### src/rtl/core/pslr_pkg.sv
package pslr_pkg;

    localparam int COORD_WIDTH = 16;
    localparam int MAX_STEPS   = 63;
    localparam int STEP_WIDTH  = 16;
    localparam logic [STEP_WIDTH-1:0] STEP_RESET = STEP_WIDTH'(256);

    // n never exceeds MAX_STEPS; the search candidate may reach MAX_STEPS + 1.
    localparam int N_W    = $clog2(MAX_STEPS + 1);
    localparam int CNT_W  = $clog2(MAX_STEPS + 2);
    localparam int LEN_W  = STEP_WIDTH + CNT_W;
    localparam int MUL_W  = (LEN_W > COORD_WIDTH) ? LEN_W : COORD_WIDTH;
    localparam int PROD_W = 2 * MUL_W;
    localparam int DIST_W = 2 * COORD_WIDTH + 1;
    localparam int DCNT_W = $clog2(COORD_WIDTH);

    typedef logic signed [COORD_WIDTH-1:0] coord_t;
    typedef logic [COORD_WIDTH-1:0]        mag_t;
    typedef logic [STEP_WIDTH-1:0]         step_t;
    typedef logic [N_W-1:0]                nstep_t;

    typedef enum logic [2:0] {
        ST_IDLE,
        ST_SQX,
        ST_SQY,
        ST_SUM,
        ST_SEARCH,
        ST_DIVX,
        ST_DIVY,
        ST_EMIT
    } state_t;

    typedef struct packed {
        logic [MUL_W-1:0] mul_a;
        logic [MUL_W-1:0] mul_b;
        nstep_t           div_rem;
        logic             div_bit;
        nstep_t           divisor;
    } arith_req_t;

    typedef struct packed {
        logic [PROD_W-1:0] prod;
        nstep_t            rem;
        logic              qbit;
    } arith_rsp_t;

endpackage

### src/rtl/core/polyline_step_resampler_unit.sv
// Resamples a polyline at a fixed largest spacing. A vertex with path_start set (or the
// first vertex after reset) is stored. Any other vertex closes a segment of n steps
// (1 <= n <= 63) and emits n + 1 points, end points included, one per cycle while
// out_ready is high; it keeps the input closed through the squared length, the
// step-count search, the division of |dx| and |dy| by n, and the output. The work is
// done by the single shared multiplier and divide-step unit, which does one squaring or
// one quotient bit per cycle. step_length may only be written while the block is idle.
module polyline_step_resampler_unit (
    input  logic                clk,
    input  logic                rst_n,
    input  logic                cfg_valid,
    output logic                cfg_ready,
    input  pslr_pkg::step_t     cfg_data,
    input  logic                in_valid,
    output logic                in_ready,
    input  pslr_pkg::coord_t    vertex_x,
    input  pslr_pkg::coord_t    vertex_y,
    input  logic                path_start,
    output logic                out_valid,
    input  logic                out_ready,
    output pslr_pkg::coord_t    out_x,
    output pslr_pkg::coord_t    out_y,
    output logic                last_of_run,
    output logic                step_clipped
);
    import pslr_pkg::*;

    localparam int CW = COORD_WIDTH;

    arith_req_t req;
    arith_rsp_t rsp;

    // Control state, set by reset.
    state_t            state_reg, state_next;
    step_t             step_reg, step_next;
    logic              have_prev_reg, have_prev_next;
    coord_t            prev_x_reg, prev_x_next;
    coord_t            prev_y_reg, prev_y_next;
    logic              pv_reg, pv_next;
    logic              out_valid_reg, out_valid_next;

    // Datapath registers.
    coord_t            base_x_reg, base_x_next;
    coord_t            base_y_reg, base_y_next;
    mag_t              mag_x_reg, mag_x_next;
    mag_t              mag_y_reg, mag_y_next;
    logic              neg_x_reg, neg_x_next;
    logic              neg_y_reg, neg_y_next;
    logic [PROD_W-1:0] prod_reg, prod_next;
    logic [DIST_W-1:0] dist_reg, dist_next;
    logic [LEN_W-1:0]  len_reg, len_next;
    logic [CNT_W-1:0]  mcnt_reg, mcnt_next;
    logic [CNT_W-1:0]  pc_reg, pc_next;
    nstep_t            n_reg, n_next;
    logic              clip_reg, clip_next;
    logic [DCNT_W-1:0] dcnt_reg, dcnt_next;
    nstep_t            rem_reg, rem_next;
    mag_t              dvd_reg, dvd_next;
    mag_t              qs_x_reg, qs_x_next;
    mag_t              qs_y_reg, qs_y_next;
    nstep_t            rs_x_reg, rs_x_next;
    nstep_t            rs_y_reg, rs_y_next;
    nstep_t            i_reg, i_next;
    mag_t              qa_x_reg, qa_x_next;
    mag_t              qa_y_reg, qa_y_next;
    nstep_t            ra_x_reg, ra_x_next;
    nstep_t            ra_y_reg, ra_y_next;
    coord_t            out_x_reg, out_x_next;
    coord_t            out_y_reg, out_y_next;
    logic              last_reg, last_next;
    logic              oclip_reg, oclip_next;

    logic [CW:0]       dx_in, dy_in;
    logic [CW:0]       abs_x, abs_y;
    logic [N_W:0]      sum_rx, sum_ry;
    mag_t              quo_shift;

    pslr_arith u_arith (
        .req (req),
        .rsp (rsp)
    );

    always_comb
    begin
        dx_in = {vertex_x[CW-1], vertex_x} - {prev_x_reg[CW-1], prev_x_reg};
        dy_in = {vertex_y[CW-1], vertex_y} - {prev_y_reg[CW-1], prev_y_reg};
        abs_x = dx_in[CW] ? (~dx_in + 1'b1) : dx_in;
        abs_y = dy_in[CW] ? (~dy_in + 1'b1) : dy_in;
        sum_rx = {1'b0, ra_x_reg} + {1'b0, rs_x_reg};
        sum_ry = {1'b0, ra_y_reg} + {1'b0, rs_y_reg};
        quo_shift = {dvd_reg[CW-2:0], rsp.qbit};

        req.mul_a   = (state_reg == ST_SQX) ? MUL_W'(mag_x_reg) :
                      (state_reg == ST_SQY) ? MUL_W'(mag_y_reg) : MUL_W'(len_reg);
        req.mul_b   = req.mul_a;
        req.div_rem = rem_reg;
        req.div_bit = dvd_reg[CW-1];
        req.divisor = n_reg;
    end

    always_comb
    begin
        state_next     = state_reg;
        step_next      = step_reg;
        have_prev_next = have_prev_reg;
        prev_x_next    = prev_x_reg;
        prev_y_next    = prev_y_reg;
        pv_next        = pv_reg;
        out_valid_next = out_valid_reg && !out_ready;
        base_x_next    = base_x_reg;
        base_y_next    = base_y_reg;
        mag_x_next     = mag_x_reg;
        mag_y_next     = mag_y_reg;
        neg_x_next     = neg_x_reg;
        neg_y_next     = neg_y_reg;
        prod_next      = prod_reg;
        dist_next      = dist_reg;
        len_next       = len_reg;
        mcnt_next      = mcnt_reg;
        pc_next        = pc_reg;
        n_next         = n_reg;
        clip_next      = clip_reg;
        dcnt_next      = dcnt_reg;
        rem_next       = rem_reg;
        dvd_next       = dvd_reg;
        qs_x_next      = qs_x_reg;
        qs_y_next      = qs_y_reg;
        rs_x_next      = rs_x_reg;
        rs_y_next      = rs_y_reg;
        i_next         = i_reg;
        qa_x_next      = qa_x_reg;
        qa_y_next      = qa_y_reg;
        ra_x_next      = ra_x_reg;
        ra_y_next      = ra_y_reg;
        out_x_next     = out_x_reg;
        out_y_next     = out_y_reg;
        last_next      = last_reg;
        oclip_next     = oclip_reg;
        in_ready       = 1'b0;

        if (cfg_valid)
        begin
            step_next = cfg_data;
        end

        unique case (state_reg)
            ST_IDLE:
            begin
                in_ready = 1'b1;
                if (in_valid)
                begin
                    prev_x_next    = vertex_x;
                    prev_y_next    = vertex_y;
                    have_prev_next = 1'b1;
                    if (!path_start && have_prev_reg)
                    begin
                        base_x_next = prev_x_reg;
                        base_y_next = prev_y_reg;
                        mag_x_next  = abs_x[CW-1:0];
                        mag_y_next  = abs_y[CW-1:0];
                        neg_x_next  = dx_in[CW];
                        neg_y_next  = dy_in[CW];
                        state_next  = ST_SQX;
                    end
                end
            end
            ST_SQX:
            begin
                prod_next  = rsp.prod;
                state_next = ST_SQY;
            end
            ST_SQY:
            begin
                dist_next  = prod_reg[DIST_W-1:0];
                prod_next  = rsp.prod;
                state_next = ST_SUM;
            end
            ST_SUM:
            begin
                dist_next  = dist_reg + prod_reg[DIST_W-1:0];
                len_next   = LEN_W'(step_reg);
                mcnt_next  = CNT_W'(1);
                pv_next    = 1'b0;
                state_next = ST_SEARCH;
            end
            ST_SEARCH:
            begin
                // The square of candidate pc is compared in the cycle after it is formed,
                // while the next candidate is already being squared.
                prod_next = rsp.prod;
                pc_next   = mcnt_reg;
                len_next  = len_reg + LEN_W'(step_reg);
                mcnt_next = mcnt_reg + 1'b1;
                pv_next   = 1'b1;
                if (pv_reg)
                begin
                    if (prod_reg > PROD_W'(dist_reg))
                    begin
                        n_next     = pc_reg[N_W-1:0];
                        clip_next  = 1'b0;
                        dcnt_next  = '0;
                        rem_next   = '0;
                        dvd_next   = mag_x_reg;
                        state_next = ST_DIVX;
                    end
                    else if (pc_reg == CNT_W'(MAX_STEPS))
                    begin
                        n_next     = N_W'(MAX_STEPS);
                        clip_next  = 1'b1;
                        dcnt_next  = '0;
                        rem_next   = '0;
                        dvd_next   = mag_x_reg;
                        state_next = ST_DIVX;
                    end
                end
            end
            ST_DIVX:
            begin
                rem_next  = rsp.rem;
                dvd_next  = quo_shift;
                dcnt_next = dcnt_reg + 1'b1;
                if (dcnt_reg == DCNT_W'(CW - 1))
                begin
                    qs_x_next  = quo_shift;
                    rs_x_next  = rsp.rem;
                    rem_next   = '0;
                    dvd_next   = mag_y_reg;
                    dcnt_next  = '0;
                    state_next = ST_DIVY;
                end
            end
            ST_DIVY:
            begin
                rem_next  = rsp.rem;
                dvd_next  = quo_shift;
                dcnt_next = dcnt_reg + 1'b1;
                if (dcnt_reg == DCNT_W'(CW - 1))
                begin
                    qs_y_next  = quo_shift;
                    rs_y_next  = rsp.rem;
                    i_next     = '0;
                    qa_x_next  = '0;
                    qa_y_next  = '0;
                    ra_x_next  = '0;
                    ra_y_next  = '0;
                    state_next = ST_EMIT;
                end
            end
            ST_EMIT:
            begin
                if (!out_valid_reg || out_ready)
                begin
                    out_valid_next = 1'b1;
                    out_x_next = base_x_reg + (neg_x_reg ? (~qa_x_reg + 1'b1) : qa_x_reg);
                    out_y_next = base_y_reg + (neg_y_reg ? (~qa_y_reg + 1'b1) : qa_y_reg);
                    last_next  = (i_reg == n_reg);
                    oclip_next = clip_reg;
                    if (i_reg == n_reg)
                    begin
                        state_next = ST_IDLE;
                    end
                    else
                    begin
                        // i*|d|/n kept as quotient and remainder, stepped by |d|/n.
                        i_next = i_reg + 1'b1;
                        if (sum_rx >= {1'b0, n_reg})
                        begin
                            ra_x_next = N_W'(sum_rx - {1'b0, n_reg});
                            qa_x_next = qa_x_reg + qs_x_reg + 1'b1;
                        end
                        else
                        begin
                            ra_x_next = sum_rx[N_W-1:0];
                            qa_x_next = qa_x_reg + qs_x_reg;
                        end
                        if (sum_ry >= {1'b0, n_reg})
                        begin
                            ra_y_next = N_W'(sum_ry - {1'b0, n_reg});
                            qa_y_next = qa_y_reg + qs_y_reg + 1'b1;
                        end
                        else
                        begin
                            ra_y_next = sum_ry[N_W-1:0];
                            qa_y_next = qa_y_reg + qs_y_reg;
                        end
                    end
                end
            end
            default:
            begin
                state_next = ST_IDLE;
            end
        endcase
    end

    always_ff @(posedge clk or negedge rst_n)
    begin
        if (!rst_n)
        begin
            state_reg     <= ST_IDLE;
            step_reg      <= STEP_RESET;
            have_prev_reg <= 1'b0;
            prev_x_reg    <= '0;
            prev_y_reg    <= '0;
            pv_reg        <= 1'b0;
            out_valid_reg <= 1'b0;
        end
        else
        begin
            state_reg     <= state_next;
            step_reg      <= step_next;
            have_prev_reg <= have_prev_next;
            prev_x_reg    <= prev_x_next;
            prev_y_reg    <= prev_y_next;
            pv_reg        <= pv_next;
            out_valid_reg <= out_valid_next;
        end
    end

    always_ff @(posedge clk)
    begin
        base_x_reg <= base_x_next;
        base_y_reg <= base_y_next;
        mag_x_reg  <= mag_x_next;
        mag_y_reg  <= mag_y_next;
        neg_x_reg  <= neg_x_next;
        neg_y_reg  <= neg_y_next;
        prod_reg   <= prod_next;
        dist_reg   <= dist_next;
        len_reg    <= len_next;
        mcnt_reg   <= mcnt_next;
        pc_reg     <= pc_next;
        n_reg      <= n_next;
        clip_reg   <= clip_next;
        dcnt_reg   <= dcnt_next;
        rem_reg    <= rem_next;
        dvd_reg    <= dvd_next;
        qs_x_reg   <= qs_x_next;
        qs_y_reg   <= qs_y_next;
        rs_x_reg   <= rs_x_next;
        rs_y_reg   <= rs_y_next;
        i_reg      <= i_next;
        qa_x_reg   <= qa_x_next;
        qa_y_reg   <= qa_y_next;
        ra_x_reg   <= ra_x_next;
        ra_y_reg   <= ra_y_next;
        out_x_reg  <= out_x_next;
        out_y_reg  <= out_y_next;
        last_reg   <= last_next;
        oclip_reg  <= oclip_next;
    end

    assign cfg_ready    = 1'b1;
    assign out_valid    = out_valid_reg;
    assign out_x        = out_x_reg;
    assign out_y        = out_y_reg;
    assign last_of_run  = last_reg;
    assign step_clipped = oclip_reg;

endmodule

### src/rtl/core/pslr_arith.sv
module pslr_arith (
    input  pslr_pkg::arith_req_t req,
    output pslr_pkg::arith_rsp_t rsp
);
    import pslr_pkg::*;

    logic [N_W:0] trial;
    logic [N_W:0] diff;
    logic         qbit;

    // One multiplier and one restoring divide step, shared by the squaring, search and division phases.
    always_comb
    begin
        trial    = {req.div_rem, req.div_bit};
        diff     = trial - {1'b0, req.divisor};
        qbit     = (trial >= {1'b0, req.divisor});
        rsp.prod = PROD_W'(req.mul_a) * PROD_W'(req.mul_b);
        rsp.qbit = qbit;
        rsp.rem  = qbit ? diff[N_W-1:0] : trial[N_W-1:0];
    end

endmodule

### config.mk
export PLATFORM = sky130hd
export DESIGN_NAME = polyline_step_resampler_unit
export DESIGN_NICKNAME = d
export VERILOG_FILES = /design/src/rtl/core/pslr_pkg.sv /design/src/rtl/core/polyline_step_resampler_unit.sv /design/src/rtl/core/pslr_arith.sv
export SDC_FILE = /design/constraint.sdc
export NUM_CORES = 2
export LEC_CHECK = 0
export ABC_AREA = 1
export ABC_CLOCK_PERIOD_IN_PS = 15300
export BUFFER_PORTS_ARGS = -buffer_cell sky130_fd_sc_hd__buf_4
export CAP_MARGIN = 20
export CORE_MARGIN = 2
export CORE_UTILIZATION = 55
export CTS_BUF_LIST = sky130_fd_sc_hd__clkbuf_4 sky130_fd_sc_hd__clkbuf_8
export CTS_CLUSTER_DIAMETER = 60
export DETAILED_ROUTE_END_ITERATION = 7
export PLACE_DENSITY = 0.82
export SLEW_MARGIN = 20
export SYNTH_ARGS = -nofsm -noshare
export SYNTH_HDL_FRONTEND = slang
export SYNTH_HIERARCHICAL = 1
export SYNTH_SLANG_ARGS = --single-unit
### constraint.sdc
create_clock -name clk -period 15.3 [get_ports clk]
set_input_delay 0.765 -clock clk [delete_from_list [all_inputs] [get_ports clk]]
set_output_delay 0.765 -clock clk [all_outputs]
set_load 0.03 [all_outputs]
# == After elaboration in Yosys (flattened, before gate mapping) ==
# Index checks and enable logic that the tools add are counted.
# word_totals
reg_bits,397
in_bits,54
output_inout_bits,37
# classes
n_addsub,22
mul,1
order_cmp,4
eq_ne,19
muxes,63
bitwise_logic,4
reduce_logical,22
# op_table
operator,n
16-bit two-way mux,15
"16-bit by 1-bit adder with 16-bit output, second input constant",6
6-bit two-way mux,16
33-bit case mux with 2 select lines,1
16-bit adder,4
16-bit NOT,4
16-bit case mux with 2 select lines,2
16-bit case mux with 3 select lines,1
46-bit by 33-bit > comparator with 1-bit output,1
23-bit by 23-bit multiplier with 46-bit output,1
23-bit two-way mux,2
23-bit case mux with 2 select lines,1
6-bit case mux with 2 select lines,3
16-bit by 16-bit subtractor with 17-bit output,2
33-bit adder,1
3-bit two-way mux,9
3-bit case mux with 8 select lines,1
23-bit by 16-bit adder with 23-bit output,1
7-bit by 6-bit greater-or-equal comparator with 1-bit output,3
6-bit case mux with 3 select lines,1
6-bit subtractor,3
4-bit two-way mux,4
"2-bit != test, second input constant",8
6-bit by 6-bit adder with 7-bit output,2
25 further kinds,43

# == Depth between registers and ports, before layout ==
# logic_depth
word_depth,6
mapped_depth,36
ltp_nobuf,34

# == Hierarchy ==
# The synthesis kept the hierarchy.
# modules_own_cells
module,instances,cells_each,area_per_inst_um2,seq_area_each_um2
polyline_step_resampler_unit,1,3227,26609.3,11652.4
pslr_arith,1,2670,19238.5,0.0

# == Worst setup path after synthesis ==
# Ideal clock, no wire load.
# synth_path
kind,register to register
startpoint,reg state_reg[0]
endpoint,reg prod_reg[32] (data pin)
setup_time_ns,0.252
t_arrival_ns,6.849
required_time_ns,15.048
path_slack_ns,8.199
stages_incl_launch_ff,32
n_path_buf,2
path_cell_list,dfrtp_1 > nor2_1 > clkbuf_1 > nand3_1 > a31oi_1 > clkbuf_1 > nand2_1 > fa_1 > fa_1 > fa_1 > inv_1 > fa_1 > inv_1 > fa_1 > inv_1 > fa_1 > inv_1 > fa_1 > inv_1 > ha_1 > nand2_2 > inv_1 > nand2_1 > nand2_1 > inv_1 > nand2_1 > nand2_1 > nand3_2 > nand2_2 > nand2_1 > nand2_1 > nand2_1
# synth_rtl
element,line,rtl
from (decl),polyline_step_resampler_unit.sv:34,"state_t state_reg, state_next;"
from (signal assigned),polyline_step_resampler_unit.sv:310,state_reg <= state_next;
to (signal assigned),polyline_step_resampler_unit.sv:328,prod_reg <= prod_next;
to (decl),polyline_step_resampler_unit.sv:49,"logic [PROD_W-1:0] prod_reg, prod_next;"

==> run_results.csv <==
group,metric,value,unit
logic_synthesis,synthCells,5897,
logic_synthesis,yosys_warnings,6,
timing,setup_tns,0,ns
floorplanning,die_area,0.0857,sq mm
routing,drc,0,
logic_synthesis,async_flop_share,0.136,
routing,wl_per_cell,16.5,um
critical_path,reg2reg_slack,6.57,ns
logic_synthesis,synth-seq-cells,397,
critical_path,crit_fanout,46,
layout,final_cells,7085,
timing,hold_viol,0,
timing,slew_headroom,0.225,
floorplanning,rows,105,
clocking,post_cts_buffers,0,
flow_run,cap_violations,0,
grt,globalRouteMet2Util,0.465,
layout,largest_reg_flops,46,
timing,period_needed,8.73,ns
logic_synthesis,syn_avg_cell_area,7.77,sq um
critical_path,cp_common_cell,"fa_1",
grt,grt_max_degree,67,
clocking,cts_buffers,77,
placed_design,gp_congestion,0.979,
routing,viasPerCell,5.40,
timing,finalClockSkew,0.0638,ns
outcome,status,"finished clean",
logic_synthesis,netlist.area_leader.share,0.225,
grt,track_usage,0.278,
critical_path,cp_slowest_cell,"dfrtp_1",
critical_path,cp_data_arrival_time,9.17,ns
placed_design,place_inst,6945,
clocking,cts.repair.resized,0,
clocking,clk_pin_slew_worst_paths,0.07,ns
layout,final_cell_mix,"nand2_1 (1583), inv_1 (1354), fa_1 (451)",
placed_design,postPlaceCellArea,0.0479,sq mm
grt,busiest_layer,"met2",
grt,met3_usage,0.0444,
clocking,cts_max_level,3,
timing,hold_slack,0.181,ns
clocking,clockRootBuffer,"clkbuf_8",
routing,routed_wirelength,117000,um
layout,num-nets-final,6843,
timing,tightest_slew,1.16,ns
clocking,cts.sinks,397,
logic_synthesis,synth_edf_count,343,
grt,grt_overflow,0,
critical_path,cp-startpoint,"state_reg[2]",
logic_synthesis,yosysTopAreaCell,"edfxtp_1",
critical_path,cp-end-kind,"register",
layout,multiInputGateArea,0.0288,sq mm
clocking,clk_path_buf_depth,3,
critical_path,reg2regPathDepth,28,
floorplanning,fp.dieW,293,um
timing,setup-violations-final,0,
placed_design,place_hpwl,90700,um
layout,seq_area,0.0117,sq mm
grt,grt_pass1_vias,38378,
layout,design_area,0.0495,sq mm
floorplanning,boundaryPins,91,
layout,fillerInstances,7071,
placed_design,io_buffers,89,
routing,drt_first_pass_iters,8,
floorplanning,fp.dieH,293,um
critical_path,worst_r2r_endpoint,"prod_reg[34]",
logic_synthesis,synth_area_leaders,"edfxtp_1 (22%), fa_1 (20%), nand2_1 (13%)",
timing,min_period_over_period,0.571,
timing,rsz0062_at_grt,"no",
routing,dr_total_vias,38278,
logic_synthesis,synth.yosys.seq_area_share,0.254,
timing,clock.fmax,0.114,GHz
grt,antenna_found_initial,5,
logic_synthesis,synth.distinct_cells,59,
critical_path,required,15.74,ns
clocking,clkLatencyLatePin,0.70,ns
critical_path,reg2reg_from,"state_reg[2]",
layout,final_common_cell,"nand2_1",
layout,area_growth,8.05,%
floorplanning,core,0.0824,sq mm
floorplanning,initial_core_util,0.557,
grt,grt_first_pass_wirelength,192000,um
timing,slew_viol_final,0,
critical_path,critPathMaxStageDelay,0.83,ns
logic_synthesis,synth_ff_type,"edfxtp_1",
routing,drtIter0Drc,2949,
min_path,worstHoldPathType,"primary input to asynchronous set/reset pin",
layout,drive_above_1_share,0.0674,
grt,grt_use_met1,0.376,
logic_synthesis,synth_nets,6786,
routing,ant_nets,0,
logic_synthesis,netlist_area,0.0458,sq mm
clocking,cts-hold-fix-buffers,0,
critical_path,timing_worst_setup_path_type,"register to register",
critical_path,start_kind,"register",
clocking,cts_tree,"built",
## how the worst max path moves through the flow
stage | end | slack, ns | cells after the start
2_1_floorplan | prod_reg[32] | 8.20 | 31
3_3_place_gp | prod_reg[44] | 6.83 | 26
3_5_place_dp | prod_reg[34] | 6.70 | 28
4_1_cts | prod_reg[34] | 6.68 | 28
5_1_grt | prod_reg[41] | 6.08 | 27
6_report | prod_reg[34] | 6.57 | 28
## per-stage QoR
stage / worst slack, ns / util
final: 6.57 / 0.601
after global routing: 6.08 / 0.601
after CTS: 6.68 / 0.601
after detailed placement: 6.70 / 0.581
after global placement: 6.83 / 0.581
after floorplan: 8.20 / -
## cell type report
cell class | count | share of cell area
Antenna cell | 2 | 0.000101
Clock buffer | 93 | 0.0242
Clock inverter | 45 | 0.00922
Inverter | 1369 | 0.104
Multi-Input combinational cell | 3985 | 0.582
Sequential cell | 397 | 0.235
Tap cell | 1070 | 0.0270
Timing Repair Buffer | 124 | 0.0189
## synth_stat cells, types with 10 or more instances
cell type / instances
nor2_2: 18
buf_2: 10
nor3_1: 49
inv_2: 10
nand4_1: 60
a21oi_1: 271
nand3_1: 211
a31oi_1: 38
nor2_1: 396
xnor2_1: 50
inv_1: 1356
dfrtp_1: 53
nand3b_1: 26
nand2_1: 1585
xor2_1: 103
nor4_1: 11
nand3_2: 13
edfxtp_1: 343
clkbuf_1: 126
o21bai_1: 18
o21ai_0: 139
or2_2: 10
nand2_2: 41
a221oi_1: 18
fa_1: 451
ha_1: 384
## worst max-delay path, delay by kind of cell (launching register included)
family / cells / cell delay, ns
buf+inv: 7 / 1.60
fa+ha+maj: 8 / 3.77
flops: 1 / 0.83
simple gates: 13 / 2.25
## logic make-up after synthesis
group           share of synthesized area
xor+xnor                           0.0306
buf+inv                             0.125
mux                               0.00172
other cells                     0.0000818
simple gates                        0.222
flops                               0.254
fa+ha+maj                           0.302
compound gates                     0.0645
## routing by layer
metal | wire [um] | vias to the layer above | share of wire
met5 | 44 | - | 0.00038
met4 | 2730 | 6 | 0.023
met3 | 9680 | 253 | 0.083
met2 | 54900 | 1501 | 0.47
met1 | 49300 | 18272 | 0.42
li1 | - | 18246 | -
Power is not shown: default switching activity piles up to over one toggle a cycle in this logic, so the estimate is an artifact.
